**src/itb_pkg.sv**
```systemverilog
// Package for the interval timer bank: field widths, operation codes,
// controller states and the control struct between the controller and the result buffer.
// No dependencies.
`default_nettype none

package itb_pkg;

    // Field widths of a command transaction and of a result transaction.
    localparam int OP_W    = 3;
    localparam int SLOT_W  = 3;
    localparam int PER_W   = 24;
    localparam int DELTA_W = 16;

    // Accumulator is Q24.8 in frames; a period is compared as period << FRAC_W.
    localparam int FRAC_W = 8;
    localparam int ACC_W  = PER_W + FRAC_W;

    // Default bank size and the number of fire results one tick may report.
    localparam int NUM_TIMERS_DEF = 8;
    localparam int MAX_OUT        = 8;
    localparam int CNT_W          = $clog2(MAX_OUT + 1);
    localparam int DIDX_W         = $clog2(MAX_OUT);

    typedef enum logic [OP_W-1:0] {
        OP_TICK     = 3'd0,
        OP_ADD_ONE  = 3'd1,
        OP_ADD_REP  = 3'd2,
        OP_REMOVE   = 3'd3,
        OP_STOP     = 3'd4,
        OP_STOP_ALL = 3'd5,
        OP_CLEAR    = 3'd6,
        OP_RESTART  = 3'd7
    } itb_op_t;

    typedef enum logic [1:0] {
        ST_IDLE,
        ST_WALK,
        ST_FLUSH,
        ST_EMIT
    } itb_state_t;

    // Controller to result buffer.
    typedef struct packed {
        logic              clr;        // empty the fire list
        logic              push;       // append a fired slot
        logic [SLOT_W-1:0] push_slot;
        logic              start;      // begin sending the results of this command
        logic              status;     // status of a single non-fire result
    } itb_buf_ctl_t;

endpackage

`default_nettype wire

```
**src/itb_cmd_if.sv**
```systemverilog
// Command channel of the interval timer bank: valid/ready and the command fields.
// Depends on itb_pkg.
`default_nettype none

interface itb_cmd_if import itb_pkg::*; ();
    logic               valid;
    logic               ready;
    logic [OP_W-1:0]    operation;
    logic [SLOT_W-1:0]  slot;
    logic [PER_W-1:0]   period_frames;
    logic [DELTA_W-1:0] delta;

    modport source (output valid, operation, slot, period_frames, delta, input ready);
    modport sink   (input valid, operation, slot, period_frames, delta, output ready);
endinterface

`default_nettype wire

```
**src/itb_evt_if.sv**
```systemverilog
// Result channel of the interval timer bank: valid/ready and the result fields.
// Depends on itb_pkg.
`default_nettype none

interface itb_evt_if import itb_pkg::*; ();
    logic              valid;
    logic              ready;
    logic              status;
    logic              fired;
    logic [SLOT_W-1:0] fired_slot;
    logic              last;

    modport source (output valid, status, fired, fired_slot, last, input ready);
    modport sink   (input valid, status, fired, fired_slot, last, output ready);
endinterface

`default_nettype wire

```
**src/itb_ram.sv**
```systemverilog
// Generic single-write, single-read synchronous RAM with registered read data.
// No dependencies.
`default_nettype none

module itb_ram #(
    parameter  int WIDTH = 8,
    parameter  int DEPTH = 8,
    localparam int AW    = (DEPTH > 1) ? $clog2(DEPTH) : 1
) (
    input  wire logic             clk,
    input  wire logic             we,
    input  wire logic [AW-1:0]    waddr,
    input  wire logic [WIDTH-1:0] wdata,
    input  wire logic [AW-1:0]    raddr,
    output logic      [WIDTH-1:0] rdata
);

    logic [WIDTH-1:0] mem [DEPTH];

    // Write port and registered read port.
    always_ff @(posedge clk)
    begin
        if (we)
        begin
            mem[waddr] <= wdata;
        end
        rdata <= mem[raddr];
    end

endmodule

`default_nettype wire

```
**src/itb_result_buf.sv**
```systemverilog
// Result buffer: collects the slots that fire during a tick and sends one result
// transaction per fire (or one plain result) through an output register.
// Depends on itb_pkg and itb_evt_if.
`default_nettype none

module itb_result_buf import itb_pkg::*; (
    input  wire logic         clk,
    input  wire logic         rst_n,
    input  wire itb_buf_ctl_t ctl,
    output logic              busy,
    itb_evt_if.source         evt
);

    logic [SLOT_W-1:0] list_reg [MAX_OUT];
    logic [CNT_W-1:0]  cnt_reg;
    logic [DIDX_W-1:0] didx_reg;
    logic              emit_reg;
    logic              status_reg;
    logic              out_vld_reg;
    logic              out_status_reg;
    logic              out_fired_reg;
    logic [SLOT_W-1:0] out_slot_reg;
    logic              out_last_reg;

    logic out_free;
    logic load;
    logic is_last;
    logic room;

    assign room     = cnt_reg < CNT_W'(MAX_OUT);
    assign out_free = !out_vld_reg || evt.ready;
    assign load     = emit_reg && out_free;
    assign is_last  = (cnt_reg == '0) || ((CNT_W'(didx_reg) + CNT_W'(1)) == cnt_reg);
    assign busy     = emit_reg;

    // Fire list storage; fires beyond the list size are dropped.
    always_ff @(posedge clk)
    begin
        if (ctl.push && room)
        begin
            list_reg[cnt_reg[DIDX_W-1:0]] <= ctl.push_slot;
        end
    end

    // List count and emission control.
    always_ff @(posedge clk or negedge rst_n)
    begin
        if (!rst_n)
        begin
            cnt_reg     <= '0;
            didx_reg    <= '0;
            emit_reg    <= 1'b0;
            status_reg  <= 1'b0;
            out_vld_reg <= 1'b0;
        end
        else
        begin
            if (ctl.clr)
            begin
                cnt_reg <= '0;
            end
            else if (ctl.push && room)
            begin
                cnt_reg <= cnt_reg + CNT_W'(1);
            end

            if (ctl.start)
            begin
                emit_reg   <= 1'b1;
                didx_reg   <= '0;
                status_reg <= ctl.status;
            end
            else if (load)
            begin
                didx_reg <= didx_reg + DIDX_W'(1);
                if (is_last)
                begin
                    emit_reg <= 1'b0;
                end
            end

            if (load)
            begin
                out_vld_reg <= 1'b1;
            end
            else if (evt.ready)
            begin
                out_vld_reg <= 1'b0;
            end
        end
    end

    // Output payload register.
    always_ff @(posedge clk)
    begin
        if (load)
        begin
            out_last_reg <= is_last;
            if (cnt_reg == '0)
            begin
                out_status_reg <= status_reg;
                out_fired_reg  <= 1'b0;
                out_slot_reg   <= '0;
            end
            else
            begin
                out_status_reg <= 1'b0;
                out_fired_reg  <= 1'b1;
                out_slot_reg   <= list_reg[didx_reg];
            end
        end
    end

    assign evt.valid      = out_vld_reg;
    assign evt.status     = out_status_reg;
    assign evt.fired      = out_fired_reg;
    assign evt.fired_slot = out_slot_reg;
    assign evt.last       = out_last_reg;

    // The list is never appended to while it is being sent.
    a_no_push_while_emit: assert property (@(posedge clk) disable iff (!rst_n)
        ctl.push |-> !emit_reg)
        else $error("fire pushed while results are being sent");

    // A result without a fire is always the only, hence last, one.
    a_plain_is_last: assert property (@(posedge clk) disable iff (!rst_n)
        (out_vld_reg && !out_fired_reg) |-> out_last_reg)
        else $error("plain result not marked last");

    // A stalled result transaction stays valid and unchanged.
    a_hold_when_stalled: assert property (@(posedge clk) disable iff (!rst_n)
        (out_vld_reg && !evt.ready) |=> (out_vld_reg
            && $stable({out_status_reg, out_fired_reg, out_slot_reg, out_last_reg})))
        else $error("result changed while stalled");

endmodule

`default_nettype wire

```
**src/interval_timer_bank.sv**
```systemverilog
// Interval timer bank: one-shot and repeating timers with period and accumulator in RAM.
// A tick walks the slots in ST_WALK (one RAM read per slot) and finishes the last slot's
// accumulator read-modify-write in ST_FLUSH, then sends one result per listed fire. Any other
// command is applied when accepted; the bank is idle again once its result is loaded for sending.
// Reset (rst_n, asynchronous, active low) frees every slot; RAM contents are not cleared
// because an entry is only read after an add has written it.
`default_nettype none

module interval_timer_bank import itb_pkg::*; #(
    parameter int NUM_TIMERS = NUM_TIMERS_DEF
) (
    input  wire logic clk,
    input  wire logic rst_n,
    itb_cmd_if.sink   cmd,
    itb_evt_if.source evt
);

    localparam int IDX_W = (NUM_TIMERS > 1) ? $clog2(NUM_TIMERS) : 1;
    localparam logic [IDX_W-1:0] IDX_LAST = IDX_W'(NUM_TIMERS - 1);

    itb_state_t state_reg, state_next;
    logic [IDX_W-1:0]      idx_reg, idx_next;
    logic                  s2_vld_reg;
    logic [IDX_W-1:0]      s2_idx_reg;
    logic [DELTA_W-1:0]    delta_reg;
    logic [NUM_TIMERS-1:0] occ_reg, occ_next;
    logic [NUM_TIMERS-1:0] pend_reg, pend_next;
    logic [NUM_TIMERS-1:0] run_reg, run_next;
    logic [NUM_TIMERS-1:0] rep_reg, rep_next;

    itb_buf_ctl_t ctl;
    logic         buf_busy;

    logic             per_we;
    logic [IDX_W-1:0] per_waddr;
    logic [PER_W-1:0] per_rd;
    logic             acc_we;
    logic [IDX_W-1:0] acc_waddr;
    logic [ACC_W-1:0] acc_wdata;
    logic [ACC_W-1:0] acc_rd;

    logic [IDX_W-1:0] si;
    logic             slot_ok;
    logic             occ_sel;
    logic [ACC_W:0]   sum_wide;
    logic [ACC_W-1:0] sum_sat;
    logic             fire_hit;
    logic             accept;

    // Period and accumulator storage.
    itb_ram #(.WIDTH(PER_W), .DEPTH(NUM_TIMERS)) u_per_ram (
        .clk   (clk),
        .we    (per_we),
        .waddr (per_waddr),
        .wdata (cmd.period_frames),
        .raddr (idx_reg),
        .rdata (per_rd)
    );

    itb_ram #(.WIDTH(ACC_W), .DEPTH(NUM_TIMERS)) u_acc_ram (
        .clk   (clk),
        .we    (acc_we),
        .waddr (acc_waddr),
        .wdata (acc_wdata),
        .raddr (idx_reg),
        .rdata (acc_rd)
    );

    itb_result_buf u_result_buf (
        .clk   (clk),
        .rst_n (rst_n),
        .ctl   (ctl),
        .busy  (buf_busy),
        .evt   (evt)
    );

    // Slot decode for per-slot commands.
    assign si      = IDX_W'(cmd.slot);
    assign slot_ok = 7'(cmd.slot) < 7'(NUM_TIMERS);
    assign occ_sel = slot_ok && occ_reg[si];

    assign cmd.ready = (state_reg == ST_IDLE);
    assign accept    = cmd.valid && cmd.ready;

    // Saturating accumulator update and expiry compare for the slot in the second stage.
    assign sum_wide = {1'b0, acc_rd} + (ACC_W + 1)'(delta_reg);
    assign sum_sat  = sum_wide[ACC_W] ? {ACC_W{1'b1}} : sum_wide[ACC_W-1:0];
    assign fire_hit = sum_sat > {per_rd, {FRAC_W{1'b0}}};

    // Sequencer, command decode and the slot read-modify-write stage.
    always_comb
    begin
        state_next = state_reg;
        idx_next   = idx_reg;
        occ_next   = occ_reg;
        pend_next  = pend_reg;
        run_next   = run_reg;
        rep_next   = rep_reg;
        ctl        = '0;
        per_we     = 1'b0;
        per_waddr  = si;
        acc_we     = 1'b0;
        acc_waddr  = si;
        acc_wdata  = '0;

        case (state_reg)
            ST_IDLE:
            begin
                if (accept)
                begin
                    ctl.clr = 1'b1;
                    if (itb_op_t'(cmd.operation) == OP_TICK)
                    begin
                        idx_next   = '0;
                        state_next = ST_WALK;
                    end
                    else
                    begin
                        ctl.start  = 1'b1;
                        state_next = ST_EMIT;
                        case (itb_op_t'(cmd.operation))
                            OP_ADD_ONE, OP_ADD_REP:
                            begin
                                ctl.status = !slot_ok || occ_sel;
                                if (slot_ok && !occ_sel)
                                begin
                                    occ_next[si]  = 1'b1;
                                    pend_next[si] = 1'b0;
                                    run_next[si]  = 1'b1;
                                    rep_next[si]  = (itb_op_t'(cmd.operation) == OP_ADD_REP);
                                    per_we        = 1'b1;
                                    acc_we        = 1'b1;
                                end
                            end
                            OP_REMOVE:
                            begin
                                ctl.status = !occ_sel;
                                if (occ_sel)
                                begin
                                    run_next[si]  = 1'b0;
                                    pend_next[si] = 1'b1;
                                end
                            end
                            OP_STOP:
                            begin
                                ctl.status = !occ_sel;
                                if (occ_sel)
                                begin
                                    run_next[si] = 1'b0;
                                end
                            end
                            OP_STOP_ALL:
                            begin
                                run_next = '0;
                            end
                            OP_CLEAR:
                            begin
                                occ_next  = '0;
                                pend_next = '0;
                                run_next  = '0;
                                rep_next  = '0;
                            end
                            OP_RESTART:
                            begin
                                ctl.status = !occ_sel;
                                if (occ_sel)
                                begin
                                    run_next[si] = 1'b1;
                                    acc_we       = 1'b1;
                                end
                            end
                            default:
                            begin
                                ctl.status = 1'b0;
                            end
                        endcase
                    end
                end
            end
            ST_WALK:
            begin
                if (idx_reg == IDX_LAST)
                begin
                    state_next = ST_FLUSH;
                end
                else
                begin
                    idx_next = idx_reg + IDX_W'(1);
                end
            end
            ST_FLUSH:
            begin
                ctl.start  = 1'b1;
                state_next = ST_EMIT;
            end
            ST_EMIT:
            begin
                if (!buf_busy)
                begin
                    state_next = ST_IDLE;
                end
            end
            default:
            begin
                state_next = ST_IDLE;
            end
        endcase

        // Second stage of the walk: RAM data for s2_idx_reg is now available.
        if (s2_vld_reg && occ_reg[s2_idx_reg])
        begin
            if (pend_reg[s2_idx_reg])
            begin
                occ_next[s2_idx_reg]  = 1'b0;
                pend_next[s2_idx_reg] = 1'b0;
                run_next[s2_idx_reg]  = 1'b0;
                rep_next[s2_idx_reg]  = 1'b0;
            end
            else if (run_reg[s2_idx_reg])
            begin
                acc_we    = 1'b1;
                acc_waddr = s2_idx_reg;
                acc_wdata = fire_hit ? '0 : sum_sat;
                if (fire_hit)
                begin
                    ctl.push      = 1'b1;
                    ctl.push_slot = SLOT_W'(s2_idx_reg);
                    if (!rep_reg[s2_idx_reg])
                    begin
                        pend_next[s2_idx_reg] = 1'b1;
                    end
                end
            end
        end
    end

    // Control and slot flag registers.
    always_ff @(posedge clk or negedge rst_n)
    begin
        if (!rst_n)
        begin
            state_reg  <= ST_IDLE;
            idx_reg    <= '0;
            s2_vld_reg <= 1'b0;
            s2_idx_reg <= '0;
            occ_reg    <= '0;
            pend_reg   <= '0;
            run_reg    <= '0;
            rep_reg    <= '0;
        end
        else
        begin
            state_reg  <= state_next;
            idx_reg    <= idx_next;
            s2_vld_reg <= (state_reg == ST_WALK);
            s2_idx_reg <= idx_reg;
            occ_reg    <= occ_next;
            pend_reg   <= pend_next;
            run_reg    <= run_next;
            rep_reg    <= rep_next;
        end
    end

    // Tick delta captured with the transaction.
    always_ff @(posedge clk)
    begin
        if (accept && itb_op_t'(cmd.operation) == OP_TICK)
        begin
            delta_reg <= cmd.delta;
        end
    end

    // The second stage only runs in the walk and flush states of a tick.
    a_s2_in_walk: assert property (@(posedge clk) disable iff (!rst_n)
        s2_vld_reg |-> (state_reg == ST_WALK || state_reg == ST_FLUSH))
        else $error("slot stage active outside a tick walk");

    // Pending removal and running are only ever set on occupied slots.
    a_flags_occupied: assert property (@(posedge clk) disable iff (!rst_n)
        ((pend_reg | run_reg) & ~occ_reg) == '0)
        else $error("flag set on a free slot");

    // The walk index never leaves the bank.
    a_walk_idx: assert property (@(posedge clk) disable iff (!rst_n)
        (state_reg == ST_WALK) |-> (idx_reg <= IDX_LAST))
        else $error("walk index beyond the last slot");

endmodule

`default_nettype wire

```
**src/flat_wrapper.sv**
```systemverilog
// flat-port wrapper written by rule: the top's interface ports become plain ports
module interval_timer_bank_flat import itb_pkg::*;
#(
    parameter int NUM_TIMERS = NUM_TIMERS_DEF
)
  (clk, rst_n, cmd_valid, cmd_operation, cmd_slot, cmd_period_frames, cmd_delta, cmd_ready, evt_valid, evt_status, evt_fired, evt_fired_slot, evt_last, evt_ready);
  itb_cmd_if cmd_i ();
  itb_evt_if evt_i ();
  input  wire logic clk;
  input  wire logic rst_n;
  input wire logic [$bits(cmd_i.valid)-1:0] cmd_valid;
  input wire logic [$bits(cmd_i.operation)-1:0] cmd_operation;
  input wire logic [$bits(cmd_i.slot)-1:0] cmd_slot;
  input wire logic [$bits(cmd_i.period_frames)-1:0] cmd_period_frames;
  input wire logic [$bits(cmd_i.delta)-1:0] cmd_delta;
  output wire logic [$bits(cmd_i.ready)-1:0] cmd_ready;
  output wire logic [$bits(evt_i.valid)-1:0] evt_valid;
  output wire logic [$bits(evt_i.status)-1:0] evt_status;
  output wire logic [$bits(evt_i.fired)-1:0] evt_fired;
  output wire logic [$bits(evt_i.fired_slot)-1:0] evt_fired_slot;
  output wire logic [$bits(evt_i.last)-1:0] evt_last;
  input wire logic [$bits(evt_i.ready)-1:0] evt_ready;
  assign cmd_i.valid = cmd_valid;
  assign cmd_i.operation = cmd_operation;
  assign cmd_i.slot = cmd_slot;
  assign cmd_i.period_frames = cmd_period_frames;
  assign cmd_i.delta = cmd_delta;
  assign cmd_ready = cmd_i.ready;
  assign evt_valid = evt_i.valid;
  assign evt_status = evt_i.status;
  assign evt_fired = evt_i.fired;
  assign evt_fired_slot = evt_i.fired_slot;
  assign evt_last = evt_i.last;
  assign evt_i.ready = evt_ready;
  interval_timer_bank #(.NUM_TIMERS(NUM_TIMERS)) u_core (.clk(clk), .rst_n(rst_n), .cmd(cmd_i), .evt(evt_i));
endmodule
```
**config.mk**
```make
export PLATFORM = sky130hd
export DESIGN_NAME = interval_timer_bank_flat
export DESIGN_NICKNAME = d
export VERILOG_FILES = /design/src/itb_pkg.sv /design/src/itb_cmd_if.sv /design/src/itb_evt_if.sv /design/src/itb_ram.sv /design/src/itb_result_buf.sv /design/src/interval_timer_bank.sv /design/src/flat_wrapper.sv
export SDC_FILE = /design/constraint.sdc
export NUM_CORES = 1
export LEC_CHECK = 0
export ABC_CLOCK_PERIOD_IN_PS = 11600
export BUFFER_PORTS_ARGS = -buffer_cell sky130_fd_sc_hd__clkbuf_2
export CELL_PAD_IN_SITES_DETAIL_PLACEMENT = 0
export CELL_PAD_IN_SITES_GLOBAL_PLACEMENT = 1
export CORE_MARGIN = 4
export CORE_UTILIZATION = 57
export CTS_CLUSTER_DIAMETER = 120
export DETAILED_ROUTE_END_ITERATION = 16
export PLACE_DENSITY = 0.89
export REMOVE_ABC_BUFFERS = 1
export SYNTH_ARGS = -nofsm -noshare
export SYNTH_HDL_FRONTEND = slang
export SYNTH_SLANG_ARGS = --single-unit
```
**constraint.sdc**
```tcl
create_clock -name clk -period 11.6 [get_ports clk]
set_input_delay 2.32 -clock clk [delete_from_list [all_inputs] [get_ports clk]]
set_output_delay 2.32 -clock clk [all_outputs]
set_load 0.02 [all_outputs]
```
==> results.json, run 1 <==
{
  "status": "finished clean",
  "drc": 0,
  "die_h_um": 218,
  "clkLatencyLatePin_ns": 0.62,
  "htree_levels": 2,
  "crit_fanout": 13,
  "die_w_um": 218,
  "synth_edf_count": 494,
  "async_reset_ff_frac": 0.0849,
  "post_cts_buffers": 0,
  "largest_register": "u_core.u_acc_ram.mem",
  "relSlewSlack": 0.305,
  "r2r_start": "u_core.delta_reg[0]$_DFFE_PP_",
  "path_clk_slew_ns": 0.07,
  "critical_path_class": "reg2reg",
  "cp-start-kind": "flop",
  "power.density_nw_per_um2": 199,
  "cts_sinks": 601,
  "power.switching_uw": 1590,
  "dp.cells": 2217,
  "worst_pin_slew_ns": 1.04,
  "fin_setup_tns_ns": 0,
  "cts_resized": 0,
  "n_antenna_cell": 0,
  "antenna_left": 0,
  "syn2layout_area_growth_pct": 11.7,
  "grt_pass1_wl_mm": 84.7,
  "yosys_register_bits": 601,
  "largestRegisters": "u_core.u_acc_ram.mem x256, u_core.u_per_ram.mem x192, u_core.u_acc_ram.rdata x32",
  "setup_violations": 0,
  "placed_area_sq_um": 26100,
  "syn_area_sq_um": 25100,
  "fin_crit_sh": 0.518,
  "core-area_sq_um": 43300,
  "grt_max_degree": 69,
  "p_leak_uw": 0.0105,
  "final_cell_area_sq_um": 28000,
  "min_period_ns": 6.01,
  "portBuffers": 57,
  "grt_pass1_vias": 14374,
  "route.vias.total": 14300,
  "rrSetupSlack_ns": 5.59,
  "drt_iter0_markers": 1367,
  "critPathLaunch": "u_core.delta_reg[0]$_DFFE_PP_",
  "drive_gt1_frac": 0.208,
  "nets": 1791,
  "largest_register_ffs": 256,
  "final_common_cell": "edfxtp_1",
  "crit_end": "u_core.u_acc_ram.mem[5][29]$_DFFE_PP_",
  "numCtsBuffers": 57,
  "finalHoldViolations": 0,
  "dp_hpwl_mm": 32.6,
  "pwr-share-clk": 0.333,
  "finalWeightedCongestion": 0.899,
  "grt_setup_unrepaired": "false",
  "initial_core_util": 0.580,
  "synth_top_cell_area_share": 0.591,
  "dieArea_sq_um": 47500,
  "worstPathArrival_ns": 6.30,
  "whs_ns": 0.466,
  "fillers": 2945,
  "worstSetupEndpointType": "flop",
  "grt_util_met2": 0.376,
  "drtPass1Iterations": 5,
  "synth_area_leaders": "edfxtp_1, mux4_2, dfrtp_1, dfxtp_1, nand2_1",
  "sw_frac_of_total": 0.285,
  "r2r_end": "u_core.u_acc_ram.mem[5][29]$_DFFE_PP_",
  "yosysWarnings": 0,
  "fmax_mhz": 166,
  "internal_power_uw": 3990,
  "cts_tree": "built",
  "crit_required_ns": 11.89,
  "peakVddDrop_v": 0.000165,
  "wire_per_inst_um": 23.6,
  "use_met3": 0.0336,
  "postSynthAreaPerCell_sq_um": 15.5,
  "viasPerCell": 6.15,
  "cts_root_buffer": "clkbuf_16",
  "clockBufferDepth": 3,
  "ys.flop_type": "edfxtp_1",
  "holdCritPathClass": "reg2reg",
  "yosysSeqAreaShare": 0.686,
  "num_rows": 76,
  "antenna_found_initial": 0,
  "synth_area_leader_cell": "edfxtp_1",
  "boundaryPins": 58,
  "syn_inst": 1619,
  "finalNonFillerCells": 2324,
  "p_total_uw": 5590,
  "cap_violations": 0,
  "cts-hold-fix-buffers": 0,
  "grt_use_total": 0.234,
  "gr-total-overflow": 0,
  "pwr-share-comb": 0.201,
  "ys_types": 82,
  "final_max_slew_viol_count": 0,
  "routed_wl_mm": 54.9,
  "rr_worst_depth": 17,
  "finClkSkew_ns": 0.0205,
  "grt_most_used_layer": "met2",
  "grtUsageMet1": 0.341,
  "layout_common_cells": "edfxtp_1, nand2_1, mux4_2",
  "seqPwrFrac": 0.466
}
stage by stage:
stage	utilization	worst slack (ns)
after floorplan	-	5.47
after global placement	0.604	5.58
after detailed placement	0.604	5.49
after CTS	0.648	5.59
after global routing	0.648	5.22
final	0.648	5.59
cells in the mapped netlist (all sizes together), types with 14 or more instances:
cell,count
dfxtp,56
mux4,119
dfrtp,51
nand2,249
o22ai,14
buf,31
nand3,22
nor3,16
ha,49
o21ai,41
a211oi,16
inv,48
a21o,16
a21oi,72
nor2,90
clkbuf,37
and3,15
edfxtp,494
cells by family (layout without fill, tap and decap cells):
logic type / Yosys count / after routing / synth area share
adders and majority gates: 50 / 50 / 0.0252
and+or+nand+nor: 471 / 471 / 0.0862
muxes: 136 / 136 / 0.114
AOI/OAI and AO/OA: 223 / 223 / 0.0610
buffers and inverters: 116 / 236 / 0.0194
DFF: 601 / 601 / 0.686
xor gates and xnor gates: 22 / 22 / 0.00768
layout make-up:
| type | count | area [sq um] | area share |
|---|---|---|---|
| Inverter | 48 | 180 | 0.00642 |
| Timing Repair Buffer | 81 | 465 | 0.0166 |
| Sequential cell | 601 | 17200 | 0.615 |
| Clock buffer | 82 | 1640 | 0.0585 |
| Clock inverter | 25 | 269 | 0.00959 |
| Tap cell | 585 | 732 | 0.0261 |
| Multi-Input combinational cell | 902 | 7520 | 0.268 |
routing by layer:
metal  routed length, um  share of wire  up-vias
met3                3940          0.072       96
met5                   0              0        -
met4                1360          0.025        0
met1               23100           0.42     7246
met2               26500           0.48      580
li1                    -              -     6378
worst max-delay path: stages, from the launching register on:
cell       delay (ns)
edfxtp_1         0.36
ha_1             0.22
fa_1             0.49
a211oi_2         0.31
nor2_1           0.14
o2111ai_1        0.43
nand2_1          0.12
nand2_1          0.45
o2111a_1         0.31
a21oi_1          0.06
ha_1             0.32
and4_1           0.21
and2_1           0.16
nand4_1          0.18
or4_1            0.59
nor3_1           0.31
a31oi_4          0.22
a211oi_1         0.80
power groups by stage:
stage | Clock (uW) | Sequential [uW] | Combinational, uW
floorplan | 0 | 2640 | 805
global placement | 0 | 2640 | 1080
detailed placement | 0 | 2640 | 1100
CTS | 1890 | 2600 | 1120
global route | 1980 | 2620 | 1240
finish | 1860 | 2600 | 1120
worst min path at each step:
| stage | cells after the start | slack [ns] | end | startpoint |
|---|---|---|---|---|
| global route | 1 | 0.48 | u_core.pend_reg[4]$_DFF_PN0_ | u_core.rep_reg[4]$_DFF_PN0_ |
| global placement | 1 | 0.45 | u_core.pend_reg[2]$_DFF_PN0_ | u_core.rep_reg[2]$_DFF_PN0_ |
| detailed placement | 1 | 0.46 | u_core.pend_reg[5]$_DFF_PN0_ | u_core.rep_reg[5]$_DFF_PN0_ |
| floorplan | 1 | 0.43 | u_core.pend_reg[5]$_DFF_PN0_ | u_core.rep_reg[5]$_DFF_PN0_ |
| CTS | 1 | 0.47 | u_core.pend_reg[5]$_DFF_PN0_ | u_core.rep_reg[5]$_DFF_PN0_ |
| finish | 1 | 0.47 | u_core.pend_reg[5]$_DFF_PN0_ | u_core.rep_reg[5]$_DFF_PN0_ |
No activity file was read; power rests on OpenSTA's default activity.
==> run 2: changes to the inputs <==
--- a/config.mk
+++ b/config.mk
@@ -5,15 +5,16 @@
 export SDC_FILE = /design/constraint.sdc
 export NUM_CORES = 1
 export LEC_CHECK = 0
-export ABC_CLOCK_PERIOD_IN_PS = 11600
+export ABC_AREA = 1
+export ABC_CLOCK_PERIOD_IN_PS = 6100
 export BUFFER_PORTS_ARGS = -buffer_cell sky130_fd_sc_hd__clkbuf_2
 export CELL_PAD_IN_SITES_DETAIL_PLACEMENT = 0
 export CELL_PAD_IN_SITES_GLOBAL_PLACEMENT = 1
 export CORE_MARGIN = 4
-export CORE_UTILIZATION = 57
+export CORE_UTILIZATION = 50
 export CTS_CLUSTER_DIAMETER = 120
 export DETAILED_ROUTE_END_ITERATION = 16
-export PLACE_DENSITY = 0.89
+export PLACE_DENSITY = 0.84
 export REMOVE_ABC_BUFFERS = 1
 export SYNTH_ARGS = -nofsm -noshare
 export SYNTH_HDL_FRONTEND = slang
==> constraint.sdc (replaced) <==
create_clock -name clk -period 6.1 [get_ports clk]
set_input_delay 1.22 -clock clk [delete_from_list [all_inputs] [get_ports clk]]
set_output_delay 1.22 -clock clk [all_outputs]
set_load 0.02 [all_outputs]
==> results.json, run 2 <==
{
  "drive_gt1_frac": 0.101,
  "rr_worst_depth": 25,
  "fin_crit_sh": 0.858,
  "antenna_found_initial": 1,
  "worst_pin_slew_ns": 1.17,
  "peakVddDrop_v": 0.000280,
  "antenna_left": 0,
  "largest_register_ffs": 256,
  "cts-hold-fix-buffers": 0,
  "grt_max_degree": 164,
  "synth_area_leader_cell": "edfxtp_1",
  "cts_sinks": 601,
  "final_common_cell": "nor2_1",
  "worstPathArrival_ns": 5.54,
  "cts_tree": "built",
  "cap_violations": 0,
  "clockBufferDepth": 3,
  "path_clk_slew_ns": 0.06,
  "largest_register": "u_core.u_acc_ram.mem",
  "hold_depth": 0,
  "largestRegisters": "u_core.u_acc_ram.mem x256, u_core.u_per_ram.mem x192, u_core.u_acc_ram.rdata x32",
  "relSlewSlack": 0.218,
  "synth_top_cell_area_share": 0.580,
  "grt_pass1_vias": 17190,
  "setup_violations": 0,
  "syn_area_sq_um": 25600,
  "fillers": 4064,
  "synth_area_leaders": "edfxtp_1, nor2_1, o21ai_0, dfrtp_1, dfxtp_1",
  "yosysWarnings": 0,
  "holdCritPathClass": "reg2reg",
  "clkLatencyLatePin_ns": 0.62,
  "ys_types": 52,
  "synth_edf_count": 494,
  "grt_use_total": 0.220,
  "power.density_nw_per_um2": 415,
  "htree_levels": 2,
  "syn2layout_area_growth_pct": 11.9,
  "finClkSkew_ns": 0.0306,
  "crit_required_ns": 6.41,
  "critical_path_class": "reg2reg",
  "drtPass1Iterations": 6,
  "async_reset_ff_frac": 0.0849,
  "placed_area_sq_um": 26700,
  "boundaryPins": 58,
  "layout_common_cells": "nor2_1, edfxtp_1, o21ai_0",
  "crit_fanout": 15,
  "rrSetupSlack_ns": 0.87,
  "fmax_mhz": 191,
  "finalHoldViolations": 0,
  "dieArea_sq_um": 54900,
  "portBuffers": 57,
  "numCtsBuffers": 58,
  "ff_latch_area_sq_um": 17200,
  "yosys-top-cells-count": "nor2_1, edfxtp_1, o21ai_0",
  "final_max_slew_viol_count": 0,
  "p_leak_uw": 0.0111,
  "yosys_register_bits": 601,
  "syn_inst": 2353,
  "min_period_ns": 5.23,
  "viasPerCell": 5.57,
  "cts_root_buffer": "clkbuf_16",
  "yosysSeqAreaShare": 0.673,
  "worstSetupEndpointType": "flop",
  "yosysMostFrequentCell": "nor2_1",
  "initial_core_util": 0.508,
  "gr-total-overflow": 0,
  "wire_per_inst_um": 19.2,
  "ys.flop_type": "edfxtp_1",
  "post_cts_buffers": 0,
  "core-area_sq_um": 50400,
  "die_w_um": 234,
  "route.vias.total": 17395,
  "drt_iter0_markers": 1749,
  "dp_hpwl_mm": 37.4,
  "finalWeightedCongestion": 0.884,
  "grt_setup_unrepaired": "false",
  "status": "finished clean",
  "cts_resized": 0,
  "multi_input_area_sq_um": 7340,
  "num_rows": 82,
  "whs_ns": 0.447,
  "die_h_um": 234,
  "grt_pass1_wl_mm": 94.0,
  "cp-start-kind": "flop",
  "routed_wl_mm": 60.1,
  "drc": 0,
  "nets": 2501,
  "final_cell_area_sq_um": 28600,
  "postSynthAreaPerCell_sq_um": 10.9
}
[run 2: changes by cell type in the layout (fill, tap and decap cells not counted), sizes merged, moves of 14 or more]
cell,before,now
o22ai,14,64
a21o,16,2
nand3,22,67
mux4,119,0
a31oi,8,73
o21ai,41,295
nand2,249,211
nor3,16,30
a211oi,16,1
inv,49,177
nor2,90,548
[run 2: worst max-delay path, cell delays in order, from the launching register on]
cell and delay (ns):
edfxtp_1 0.36, ha_1 0.22, fa_1 0.48, nand3_1 0.13, nand2_1 0.08, nand2_1 0.10, nand2_2 0.08, nand2_1 0.07
nand2_1 0.27, nand2_1 0.18, buf_4 0.26, nand3_1 0.13, ha_1 0.33, nand2_1 0.08, nor2_1 0.20, nand2_1 0.08
nor2_1 0.17, nand3_1 0.11, nor2_1 0.10, nand3_1 0.07, nor2_1 0.13, nand3_2 0.15, nand2_2 0.16, nand2_2 0.23
buf_4 0.27, a21oi_1 0.49
[run 2: logic make-up (layout without fill, tap and decap cells)]
group                    Yosys count  in the layout  share of synthesized area
AO/OA/AOI/OAI                    527            527                      0.114
buffers and inverters            283            381                     0.0439
XOR/XNOR                           6              6                    0.00205
AND/OR/NAND/NOR                  885            885                      0.142
adder cells (fa/ha/maj)           50             50                     0.0247
multiplexers                       1              1                   0.000391
other                              0              1                          0
flip-flops                       601            601                      0.673
[run 2: final timing paths]
path	from	to
setup reg to reg	u_core.delta_reg[0]$_DFFE_PP_	u_core.u_acc_ram.mem[2][6]$_DFFE_PP_
min in group asynchronous	rst_n	u_core.u_result_buf.didx_reg[0]$_DFFE_PN0P_
max in group asynchronous	rst_n	u_core.idx_reg[1]$_DFFE_PN0P_
hold / removal	u_core.idx_reg[2]$_DFFE_PN0P_	u_core.s2_idx_reg[2]$_DFF_PN0_
setup / recovery	u_core.delta_reg[0]$_DFFE_PP_	u_core.u_acc_ram.mem[2][6]$_DFFE_PP_
hold reg to reg	u_core.idx_reg[2]$_DFFE_PN0P_	u_core.s2_idx_reg[2]$_DFF_PN0_
[run 2: through the flow]
step                      setup WS [ns]  utilization  setup TNS [ns]  instances  power (uW)
final                             0.868        0.569               0       3124       11900
after global routing              0.366        0.569               0       3123       12600
after CTS                         0.897        0.569               0       3123       12000
after global placement             1.19        0.529               0       3013        8220
after detailed placement          0.950        0.529               0       3013        8310
after floorplan                   -2.74            -         -156.03       2248        7290
[run 2: routing by layer]
layer | track usage | wire, um
met1 | 0.305 | 26300
met2 | 0.367 | 29400
met3 | 0.0310 | 3370
met4 | 0.0592 | 1130
met5 | 0 | 0
[run 2: cell type report]
| cell class | instances | area share |
|---|---|---|
| Antenna cell | 1 | 0.0000874 |
| Clock buffer | 81 | 0.0583 |
| Clock inverter | 29 | 0.0109 |
| Inverter | 178 | 0.0236 |
| Multi-Input combinational cell | 1469 | 0.256 |
| Sequential cell | 601 | 0.602 |
| Tap cell | 672 | 0.0294 |
| Timing Repair Buffer | 93 | 0.0198 |
[run 2: power breakdown]
group	switching (uW)	total (uW)	internal [uW]
clock	1500	3660	2160
sequential	327	5070	4750
combinational	2120	3170	1050
